--- src/rtl/tlct_pkg.sv ---
// ----------------------------------------------------------------------------
// tlct_pkg
// Types and constants shared by the command throttle controller and datapath.
// ----------------------------------------------------------------------------
package tlct_pkg;

  localparam logic [2:0] KIND_SUBMIT = 3'd0;
  localparam logic [2:0] KIND_DELETE = 3'd1;
  localparam logic [2:0] KIND_REPLY  = 3'd2;
  localparam logic [2:0] KIND_TICK   = 3'd3;
  localparam logic [2:0] KIND_FREEZE = 3'd4;
  localparam logic [2:0] KIND_HOLD   = 3'd5;
  localparam logic [2:0] KIND_ATTACH = 3'd6;
  localparam logic [2:0] KIND_DETACH = 3'd7;

  localparam logic [1:0] ST_OK      = 2'd0;
  localparam logic [1:0] ST_IGNORED = 2'd1;
  localparam logic [1:0] ST_WRONG   = 2'd2;

  localparam logic [1:0] LV_FREE    = 2'd0;
  localparam logic [1:0] LV_DEVICE  = 2'd1;
  localparam logic [1:0] LV_SHARED  = 2'd2;
  localparam logic [1:0] LV_STARTED = 2'd3;

  localparam logic [5:0] LIMIT_MAX     = 6'd63;
  localparam logic [3:0] INSTANCES_MAX = 4'd15;

  typedef struct packed {
    logic exec;
    logic promote;
    logic dispatch;
    logic finish;
  } tlct_cmd_t;

  typedef struct packed {
    logic promote_more;
  } tlct_stat_t;

endpackage

--- src/rtl/tlct_ctrl.sv ---
// ----------------------------------------------------------------------------
// tlct_ctrl
// Sequencer: execute the request, promote tags one per cycle, dispatch, finish.
// ----------------------------------------------------------------------------
module tlct_ctrl (
  input  logic                clk,
  input  logic                rst,
  input  logic                start,
  input  tlct_pkg::tlct_stat_t stat,
  output tlct_pkg::tlct_cmd_t  cmd,
  output logic                busy
);
  import tlct_pkg::*;

  typedef enum logic [2:0] {S_IDLE, S_EXEC, S_PROMOTE, S_DISPATCH, S_FINISH} state_t;
  state_t state;

  always_ff @(posedge clk) begin
    if (rst) begin
      state <= S_IDLE;
    end else begin
      case (state)
        S_IDLE:     if (start) state <= S_EXEC;
        S_EXEC:     state <= S_PROMOTE;
        S_PROMOTE:  if (!stat.promote_more) state <= S_DISPATCH;
        S_DISPATCH: state <= S_FINISH;
        S_FINISH:   state <= S_IDLE;
        default:    state <= S_IDLE;
      endcase
    end
  end

  always_comb begin
    cmd.exec     = (state == S_EXEC);
    cmd.promote  = (state == S_PROMOTE);
    cmd.dispatch = (state == S_DISPATCH);
    cmd.finish   = (state == S_FINISH);
  end

  assign busy = (state != S_IDLE);
endmodule

--- src/rtl/tlct_dp.sv ---
// ----------------------------------------------------------------------------
// tlct_dp
// Tag lists, device and controller counters, and the result register.
// ----------------------------------------------------------------------------
module tlct_dp #(
  parameter int NUM_TAGS    = 32,
  parameter int NUM_DEVICES = 8
) (
  input  logic                clk,
  input  logic                rst,
  input  logic                start,
  input  logic                busy,
  input  tlct_pkg::tlct_cmd_t  cmd,
  output tlct_pkg::tlct_stat_t stat,
  input  logic                cfg_we,
  input  logic [5:0]          cfg_data,
  input  logic [2:0]          kind,
  input  logic [4:0]          tag,
  input  logic [2:0]          device,
  input  logic                accepted,
  input  logic [15:0]         value,
  output logic                strobe,
  output logic                issue_valid,
  output logic [4:0]          issue_tag,
  output logic [2:0]          issue_device,
  output logic [1:0]          status,
  output logic [5:0]          controller_active
);
  import tlct_pkg::*;

  localparam int TW = (NUM_TAGS > 1) ? $clog2(NUM_TAGS) : 1;
  localparam int DW = (NUM_DEVICES > 1) ? $clog2(NUM_DEVICES) : 1;
  localparam int CW = $clog2(NUM_TAGS + 1);

  logic [1:0]    tag_level [NUM_TAGS];
  logic [DW-1:0] tag_owner [NUM_TAGS];
  logic [TW-1:0] tag_next  [NUM_TAGS];
  logic [TW-1:0] tag_prev  [NUM_TAGS];
  logic [TW-1:0] device_head [NUM_DEVICES];
  logic [TW-1:0] device_tail [NUM_DEVICES];
  logic [CW-1:0] device_count [NUM_DEVICES];
  logic [5:0]    device_active [NUM_DEVICES];
  logic [5:0]    device_limit [NUM_DEVICES];
  logic [3:0]    device_instances [NUM_DEVICES];
  logic [TW-1:0] shared_head, shared_tail;
  logic [CW-1:0] shared_count;
  logic [5:0]    started_count, max_active;
  logic          hold_flag, awaiting_reply;
  logic [15:0]   freeze_left;
  logic [TW-1:0] pending_tag;

  logic [2:0]    r_kind;
  logic [4:0]    r_tag;
  logic [2:0]    r_device;
  logic          r_acc;
  logic [15:0]   r_value;
  logic [1:0]    st;
  logic          run;
  logic          pen;
  logic [DW-1:0] pdev;

  logic          t_ok, d_ok;
  logic [TW-1:0] ti;
  logic [DW-1:0] di, oi;
  logic [5:0]    lim;
  logic [1:0]    lv;
  logic [TW-1:0] ph;
  logic          can_promote;

  always_comb begin
    t_ok = ({27'd0, r_tag} < 32'(NUM_TAGS));
    d_ok = ({29'd0, r_device} < 32'(NUM_DEVICES));
    ti   = TW'(r_tag);
    di   = DW'(r_device);
    oi   = tag_owner[ti];
    lv   = tag_level[ti];
    lim  = (r_value > 16'(LIMIT_MAX)) ? LIMIT_MAX : r_value[5:0];
    ph   = device_head[pdev];
    can_promote = pen && (device_active[pdev] < device_limit[pdev]) &&
                  !(device_instances[pdev] > 4'd1 && device_active[pdev] != 6'd0) &&
                  (device_count[pdev] != '0);
  end

  assign stat.promote_more = can_promote;

  always_ff @(posedge clk) begin
    if (rst) begin
      max_active <= 6'd1;
    end else if (cfg_we) begin
      max_active <= cfg_data;
    end
  end

  always_ff @(posedge clk) begin
    if (rst) begin
      for (int i = 0; i < NUM_TAGS; i++) tag_level[i] <= LV_FREE;
      for (int i = 0; i < NUM_DEVICES; i++) begin
        device_count[i]     <= '0;
        device_active[i]    <= '0;
        device_limit[i]     <= 6'd1;
        device_instances[i] <= '0;
      end
      shared_head    <= '0;
      shared_tail    <= '0;
      shared_count   <= '0;
      started_count  <= '0;
      hold_flag      <= 1'b0;
      freeze_left    <= '0;
      awaiting_reply <= 1'b0;
      pending_tag    <= '0;
      strobe         <= 1'b0;
      issue_valid    <= 1'b0;
      issue_tag      <= '0;
      issue_device   <= '0;
      status         <= ST_OK;
      controller_active <= '0;
      run            <= 1'b0;
      pen            <= 1'b0;
      st             <= ST_OK;
      pdev           <= '0;
    end else begin
      strobe <= 1'b0;
      if (start && !busy) begin
        r_kind   <= kind;
        r_tag    <= tag;
        r_device <= device;
        r_acc    <= accepted;
        r_value  <= value;
      end
      if (cmd.exec) begin
        st  <= ST_OK;
        run <= 1'b1;
        pen <= 1'b0;
        pdev <= di;
        if (awaiting_reply && r_kind != KIND_REPLY && r_kind != KIND_TICK) begin
          st  <= ST_IGNORED;
          run <= 1'b0;
          pdev <= '0;
        end else begin
          case (r_kind)
            KIND_SUBMIT: begin
              if (!t_ok || !d_ok || lv != LV_FREE || device_instances[di] == 4'd0) begin
                st <= ST_WRONG;
              end else begin
                pen <= 1'b1;
                tag_owner[ti] <= di;
                tag_level[ti] <= LV_DEVICE;
                if (device_count[di] == '0) begin
                  device_head[di] <= ti;
                end else begin
                  tag_next[device_tail[di]] <= ti;
                  tag_prev[ti] <= device_tail[di];
                end
                device_tail[di]  <= ti;
                device_count[di] <= device_count[di] + 1'b1;
              end
            end
            KIND_DELETE: begin
              if (!t_ok || lv == LV_FREE) begin
                st <= ST_WRONG;
                pdev <= '0;
              end else begin
                pen <= 1'b1;
                pdev <= oi;
                if (lv == LV_DEVICE && device_count[oi] != '0) begin
                  if (device_count[oi] != CW'(1)) begin
                    if (device_head[oi] == ti) device_head[oi] <= tag_next[ti];
                    else if (device_tail[oi] == ti) device_tail[oi] <= tag_prev[ti];
                    else begin
                      tag_next[tag_prev[ti]] <= tag_next[ti];
                      tag_prev[tag_next[ti]] <= tag_prev[ti];
                    end
                  end
                  device_count[oi] <= device_count[oi] - 1'b1;
                end
                if (lv == LV_SHARED && shared_count != '0) begin
                  if (shared_count != CW'(1)) begin
                    if (shared_head == ti) shared_head <= tag_next[ti];
                    else if (shared_tail == ti) shared_tail <= tag_prev[ti];
                    else begin
                      tag_next[tag_prev[ti]] <= tag_next[ti];
                      tag_prev[tag_next[ti]] <= tag_prev[ti];
                    end
                  end
                  shared_count <= shared_count - 1'b1;
                end
                if (lv[1] && device_active[oi] != '0)
                  device_active[oi] <= device_active[oi] - 1'b1;
                if (lv == LV_STARTED && started_count != '0)
                  started_count <= started_count - 1'b1;
                tag_level[ti] <= LV_FREE;
              end
            end
            KIND_REPLY: begin
              if (!awaiting_reply) begin
                st <= ST_WRONG;
              end else begin
                awaiting_reply <= 1'b0;
                if (!r_acc) begin
                  if (started_count != '0) started_count <= started_count - 1'b1;
                  tag_level[pending_tag] <= LV_SHARED;
                  if (shared_count == '0) begin
                    shared_tail <= pending_tag;
                  end else begin
                    tag_prev[shared_head] <= pending_tag;
                    tag_next[pending_tag] <= shared_head;
                  end
                  shared_head  <= pending_tag;
                  shared_count <= shared_count + 1'b1;
                  run <= 1'b0;
                end
              end
              pdev <= '0;
            end
            KIND_TICK: begin
              if (freeze_left != '0) freeze_left <= freeze_left - 1'b1;
            end
            KIND_FREEZE: freeze_left <= r_value;
            KIND_HOLD:   hold_flag <= r_value[0];
            KIND_ATTACH: begin
              if (!d_ok || device_instances[di] >= INSTANCES_MAX) begin
                st <= ST_WRONG;
              end else begin
                if (device_instances[di] == 4'd0) begin
                  device_limit[di]  <= lim;
                  device_active[di] <= '0;
                  device_count[di]  <= '0;
                end
                device_instances[di] <= device_instances[di] + 1'b1;
              end
            end
            default: begin
              if (!d_ok || device_instances[di] == 4'd0 ||
                  (device_instances[di] == 4'd1 &&
                   (device_count[di] != '0 || device_active[di] != '0))) begin
                st <= ST_WRONG;
              end else begin
                device_instances[di] <= device_instances[di] - 1'b1;
                if (device_instances[di] == 4'd2) device_limit[di] <= lim;
              end
            end
          endcase
        end
      end
      if (cmd.promote && can_promote) begin
        if (device_count[pdev] != CW'(1)) device_head[pdev] <= tag_next[ph];
        device_count[pdev] <= device_count[pdev] - 1'b1;
        if (shared_count == '0) begin
          shared_head <= ph;
        end else begin
          tag_next[shared_tail] <= ph;
          tag_prev[ph] <= shared_tail;
        end
        shared_tail  <= ph;
        shared_count <= shared_count + 1'b1;
        device_active[pdev] <= device_active[pdev] + 1'b1;
        tag_level[ph] <= LV_SHARED;
      end
      if (cmd.dispatch) begin
        issue_valid  <= 1'b0;
        issue_tag    <= '0;
        issue_device <= '0;
        if (run && !awaiting_reply && shared_count != '0 &&
            started_count < max_active && !hold_flag && freeze_left == '0) begin
          if (shared_count != CW'(1)) shared_head <= tag_next[shared_head];
          shared_count   <= shared_count - 1'b1;
          started_count  <= started_count + 1'b1;
          tag_level[shared_head] <= LV_STARTED;
          awaiting_reply <= 1'b1;
          pending_tag    <= shared_head;
          issue_valid    <= 1'b1;
          issue_tag      <= 5'(shared_head);
          issue_device   <= 3'(tag_owner[shared_head]);
        end
      end
      if (cmd.finish) begin
        strobe            <= 1'b1;
        status            <= st;
        controller_active <= started_count;
      end
    end
  end
endmodule

--- src/rtl/two_level_command_throttle_top.sv ---
// Each request steps through execute, promote (one tag moved from the device queue
// per step, at most NUM_TAGS), dispatch and finish; busy drops as the result strobe
// rises, so the next request is taken at the edge that ends the strobe cycle.
// One request at a time; throughput is set by the promotion walk over the
// device queue. The receiver cannot stall; the result shows for one cycle.
// Synchronous reset clears all queues, counters and the limit to one.
module two_level_command_throttle_top #(
  parameter int NUM_TAGS    = 32,
  parameter int NUM_DEVICES = 8
) (
  input  logic        clk,
  input  logic        rst,
  input  logic        start,
  output logic        busy,
  input  logic        cfg_we,
  input  logic [5:0]  cfg_data,
  input  logic [2:0]  kind,
  input  logic [4:0]  tag,
  input  logic [2:0]  device,
  input  logic        accepted,
  input  logic [15:0] value,
  output logic        strobe,
  output logic        issue_valid,
  output logic [4:0]  issue_tag,
  output logic [2:0]  issue_device,
  output logic [1:0]  status,
  output logic [5:0]  controller_active
);
  import tlct_pkg::*;

  tlct_cmd_t  cmd;
  tlct_stat_t stat;

  tlct_ctrl u_ctrl (.clk, .rst, .start, .stat, .cmd, .busy);

  tlct_dp #(.NUM_TAGS(NUM_TAGS), .NUM_DEVICES(NUM_DEVICES)) u_dp (
    .clk, .rst, .start, .busy, .cmd, .stat, .cfg_we, .cfg_data,
    .kind, .tag, .device, .accepted, .value,
    .strobe, .issue_valid, .issue_tag, .issue_device, .status, .controller_active
  );
endmodule

--- config.mk ---
export PLATFORM = sky130hd
export DESIGN_NAME = two_level_command_throttle_top
export DESIGN_NICKNAME = d
export VERILOG_FILES = /design/src/rtl/tlct_pkg.sv /design/src/rtl/tlct_ctrl.sv /design/src/rtl/tlct_dp.sv /design/src/rtl/two_level_command_throttle_top.sv
export SDC_FILE = /design/constraint.sdc
export NUM_CORES = 2
export LEC_CHECK = 0
export BUFFER_PORTS_ARGS = -buffer_cell sky130_fd_sc_hd__clkbuf_2
export CORE_UTILIZATION = 40
export CTS_BUF_LIST = sky130_fd_sc_hd__clkbuf_2
export CTS_CLUSTER_SIZE = 16
export DETAILED_ROUTE_END_ITERATION = 7
export PLACE_DENSITY = 0.55
export SYNTH_ARGS = -nofsm -noshare
export SYNTH_HDL_FRONTEND = slang
export SYNTH_SLANG_ARGS = --single-unit
--- constraint.sdc ---
create_clock -name clk -period 16.7 [get_ports clk]
set_input_delay 0.835 -clock clk [delete_from_list [all_inputs] [get_ports clk]]
set_output_delay 0.835 -clock clk [all_outputs]
set_load 0.02 [all_outputs]
==> summary.txt <==
Critical path
  – Critical Path Max Stage Delay: 970 ps
  – CP Cell Sequence: buf_4, mux4_2, mux4_2, mux2i_4, buf_4, inv_2, buf_4, nor2_2, a221o_1, nand2_1, o31ai_2, nor3_1, mux2_1, a21o_1, inv_2, nor4_1
  – Worst Path Required: 17720 ps
  – Crit Path Max Fanout: 54
  – Crit path DAT: 9400 ps
  – Endpoint type of the worst setup path: register
  – R2R setup slack: 8310 ps
  – CP Class: register to register
  – Most frequent CP cell: buf_4
  – Critical Path Source Type: register
  – Worst r2r path cells: 16
  – CP bufs+invs: 5
  – CP Depth: 16
  – Critical path's slowest cell: nor4_1
  – Reg2reg end: u_dp.tag_prev[27][2]
  – CP top delay family: buffers and inverters

CTS
  – H-tree levels: 4
  – CTS root buf: clkbuf_2
  – CTS Buf Count: 219
  – Clock insertion delay at the later pin of the skew report: 1520 ps
  – CTS tree: yes
  – Post-CTS Setup Inserts: 0
  – Clock-pin slew on the worst setup and hold paths: 110 ps
  – Clock sinks: 854
  – Clock buffer depth: 3

Power and ir drop
  – Combinational Power Share: 18.1%
  – LEAKAGE: 16.6 nW
  – Pwr per Cell Area: 97.1 nW/um2
  – Sw Pwr: 0.00147 W
  – Max rail drop VDD: 0.0581 mV
  – P_int: 0.00326 W
  – Switching power share of the total: 31.1%
  – Clock group share of total power: 31.0%
  – Register share of total power: 50.9%

Floorplan
  – Die width: 335 um
  – Cell Rows: 121
  – Ports: 57
  – Die area: 112000 um2
  – Core area: 109000 um2
  – Starting Density: 40.5%
  – Die span in y: 335 um

Synthesis
  – Syn Nets: 3483
  – Synth Cell Area: 44300 um2
  – Syn_area_per_cell: 13.0 um2
  – Sequential-to-total area share from yosys stat: 55.8%
  – Post-Syn Instances: 3413
  – Number of synthesized flops with an enable pin: 764
  – Synth Register Bits: 854
  – Ys flop type: edfxtp_1
  – Unique cell type count in the Yosys netlist: 86
  – YS warnings: 0
  – Post-synth ARST share: 0%

Place
  – Gpl congestion: 0.912
  – Pre-CTS setup slack: 8310 ps
  – PortBufs: 56
  – Detailed-placement wirelength estimate: 86900 um
  – Area after DPL: 46000 um2
  – Placed cell count: 4750

Route
  – First drt pass iteration count: 6
  – Wire length on met2: 61600 um
  – Initial drt markers: 3052
  – Met3 WL post-DR: 10200 um
  – Highest metal used: met4
  – Via-to-Cell Ratio: 5.92
  – Post-route ant nets: 0
  – Vias: 30864
  – Residual DRC: 0
  – Routed WL: 132000 um
  – Met1 Wirelength: 56800 um
  – Wire length per cell: 25.3 um

Cells and area
  – Fillers: 10034
  – Final std cell area, no fill: 48700 um2
  – Post-layout util: 44.5%
  – Share of layout cells above drive strength 1: 23.4%
  – Register area: 24800 um2
  – NumNets Final: 3643
  – Area occupied by multi-input gates: 18400 um2
  – Layout area overhead: 9.91%
  – Non-filler instance count after layout: 5210

Timing
  – Max Slew Vio Count: 0
  – Setup_tns: 0 ps
  – Max Clock Skew: 149 ps
  – Max frequency: 0.119 GHz
  – Final-report hold violation count: 0
  – Max_slew headroom: 16.7%
  – Min Clock Period, post-route: 8390 ps
  – Finish-stage setup viols: 0
  – Post-route worst setup slack: 8310 ps
  – Worst slew pin tran: 1250 ps
  – Unrepaired setup endpoints after global routing: false
  – Tcrit/Tclk final: 50.2%

Flow run
  – Max Cap Viol: 0

Global route
  – Vias in the first global route: 30361
  – Largest net degree at the start of global routing: 70
  – Global-route wire length before repair: 196000 um
  – Gr usage total: 23.3%
  – Initial antenna violation count: 2
  – Overflow after GRT: 0

Hold path
  – Hold Path Class: primary input to register
  – Hold Crit Endpoint: u_dp.r_tag[2]
  – Hold Crit Depth: 2
  – Hold wc startpoint: tag[2]

Run status
  – Status: finished clean
[cell type report]
type / instances / share of cell area (%)
tap: 1476 / 3.79
inverter: 50 / 0.385
sequential: 854 / 50.8
multi-input combinational: 2258 / 37.8
clock inverter: 55 / 0.773
clock buffer: 326 / 3.35
timing repair buffer: 190 / 3.04
antenna: 1 / 0.00513
[synth_stat cells, types with 46 or more instances]
| library cell | n | area [um2] |
|---|---|---|
| nor2_1 | 447 | 1680 |
| mux4_2 | 295 | 6640 |
| edfxtp_1 | 764 | 22900 |
| nor3_1 | 46 | 230 |
| nor4_1 | 49 | 307 |
| clkbuf_1 | 174 | 653 |
| nand3_1 | 68 | 340 |
| nand2_1 | 318 | 1190 |
| a211oi_1 | 64 | 480 |
| dfxtp_1 | 90 | 1800 |
| mux2i_1 | 179 | 1790 |
| a21oi_1 | 131 | 656 |
| o21ai_0 | 92 | 460 |
[repair_timing]
action                                  CTS  global route
resized for setup                         0             0
hold buffers                             78             0
endpoints found under the hold margin    94             0
endpoints found under the setup margin    0             0
[cells in the final DEF, fill, tap and decap left out, types with 42 or more instances in the layout]
cell           instances
edfxtp_1             764
nor2_1               446
clkbuf_2             381
nand2_1              317
mux4_2               295
mux2i_1              177
a21oi_1              130
o21ai_0               92
dfxtp_1               79
dlygate4sd3_1         78
nand3_1               68
a211oi_1              63
buf_4                 57
nor4_1                49
a31oi_1               44
nor3_1                44
inv_1                 42
[registers in the layout, indices dropped and copies added, names as in the netlist, 16 cells and up, named ones only]
register / cells
u_dp.tag_owner: 96
u_dp.device_tail: 40
u_dp.device_instances: 32
u_dp.r_value: 16
u_dp.tag_prev: 160
u_dp.tag_next: 160
u_dp.device_head: 40
u_dp.device_limit: 48
u_dp.freeze_left: 16
u_dp.device_count: 48
u_dp.tag_level: 64
u_dp.device_active: 48
[worst reg2reg max path, cell delays in order (launching register included)]
cell and delay [ps]:
dfxtp_4 780, buf_4 820, mux4_2 620, mux4_2 550, mux2i_4 170, buf_4 400, inv_2 210, buf_4 320
nor2_2 290, a221o_1 250, nand2_1 210, o31ai_2 700, nor3_1 180, mux2_1 240, a21o_1 580, inv_2 600
nor4_1 980
[per-layer routing]
metal	track usage (%)	vias up
met5	0	-
met3	4.57	212
li1	-	13638
met2	36.6	1342
met4	7.29	0
met1	32.7	15672
[cell families (layout without fill, tap and decap cells)]
family,after synthesis,after routing,synth area share [%]
muxes,517,517,20.1
AOI/OAI and AO/OA,508,508,7.41
buffers and inverters,301,621,2.83
DFF,854,854,55.8
and+or+nand+nor,1149,1149,11.9
adders and majority gates,32,32,0.903
xor gates and xnor gates,52,52,1.03
other,0,1,0
[power by group through the flow]
stage | clock network, W | logic (W) | registers (W)
2_1_floorplan | 0 | 0.000590 | 0.00243
3_3_place_gp | 0 | 0.000835 | 0.00246
3_5_place_dp | 0 | 0.000834 | 0.00246
4_1_cts | 0.00151 | 0.000853 | 0.00241
5_1_grt | 0.00161 | 0.000914 | 0.00241
6_report | 0.00147 | 0.000857 | 0.00241
[metrics by stage]
step	total power, W	hold WS [ps]
3_3_place_gp	0.00329	444
3_5_place_dp	0.00329	452
6_report	0.00473	204
4_1_cts	0.00477	8.10
2_1_floorplan	0.00302	436
5_1_grt	0.00494	79.6
[worst max-delay path by stage]
stage | from | endpoint | slack (ps)
6_report | register | u_dp.tag_prev[27][2] | 8310
4_1_cts | register | u_dp.tag_prev[9][3] | 8280
2_1_floorplan | register | u_dp.tag_next[12][0] | 10590
3_3_place_gp | register | u_dp.tag_prev[8][0] | 8590
5_1_grt | register | u_dp.tag_prev[8][3] | 7810
3_5_place_dp | register | u_dp.tag_prev[1][4] | 8310
(Power assumes the default switching activity.)
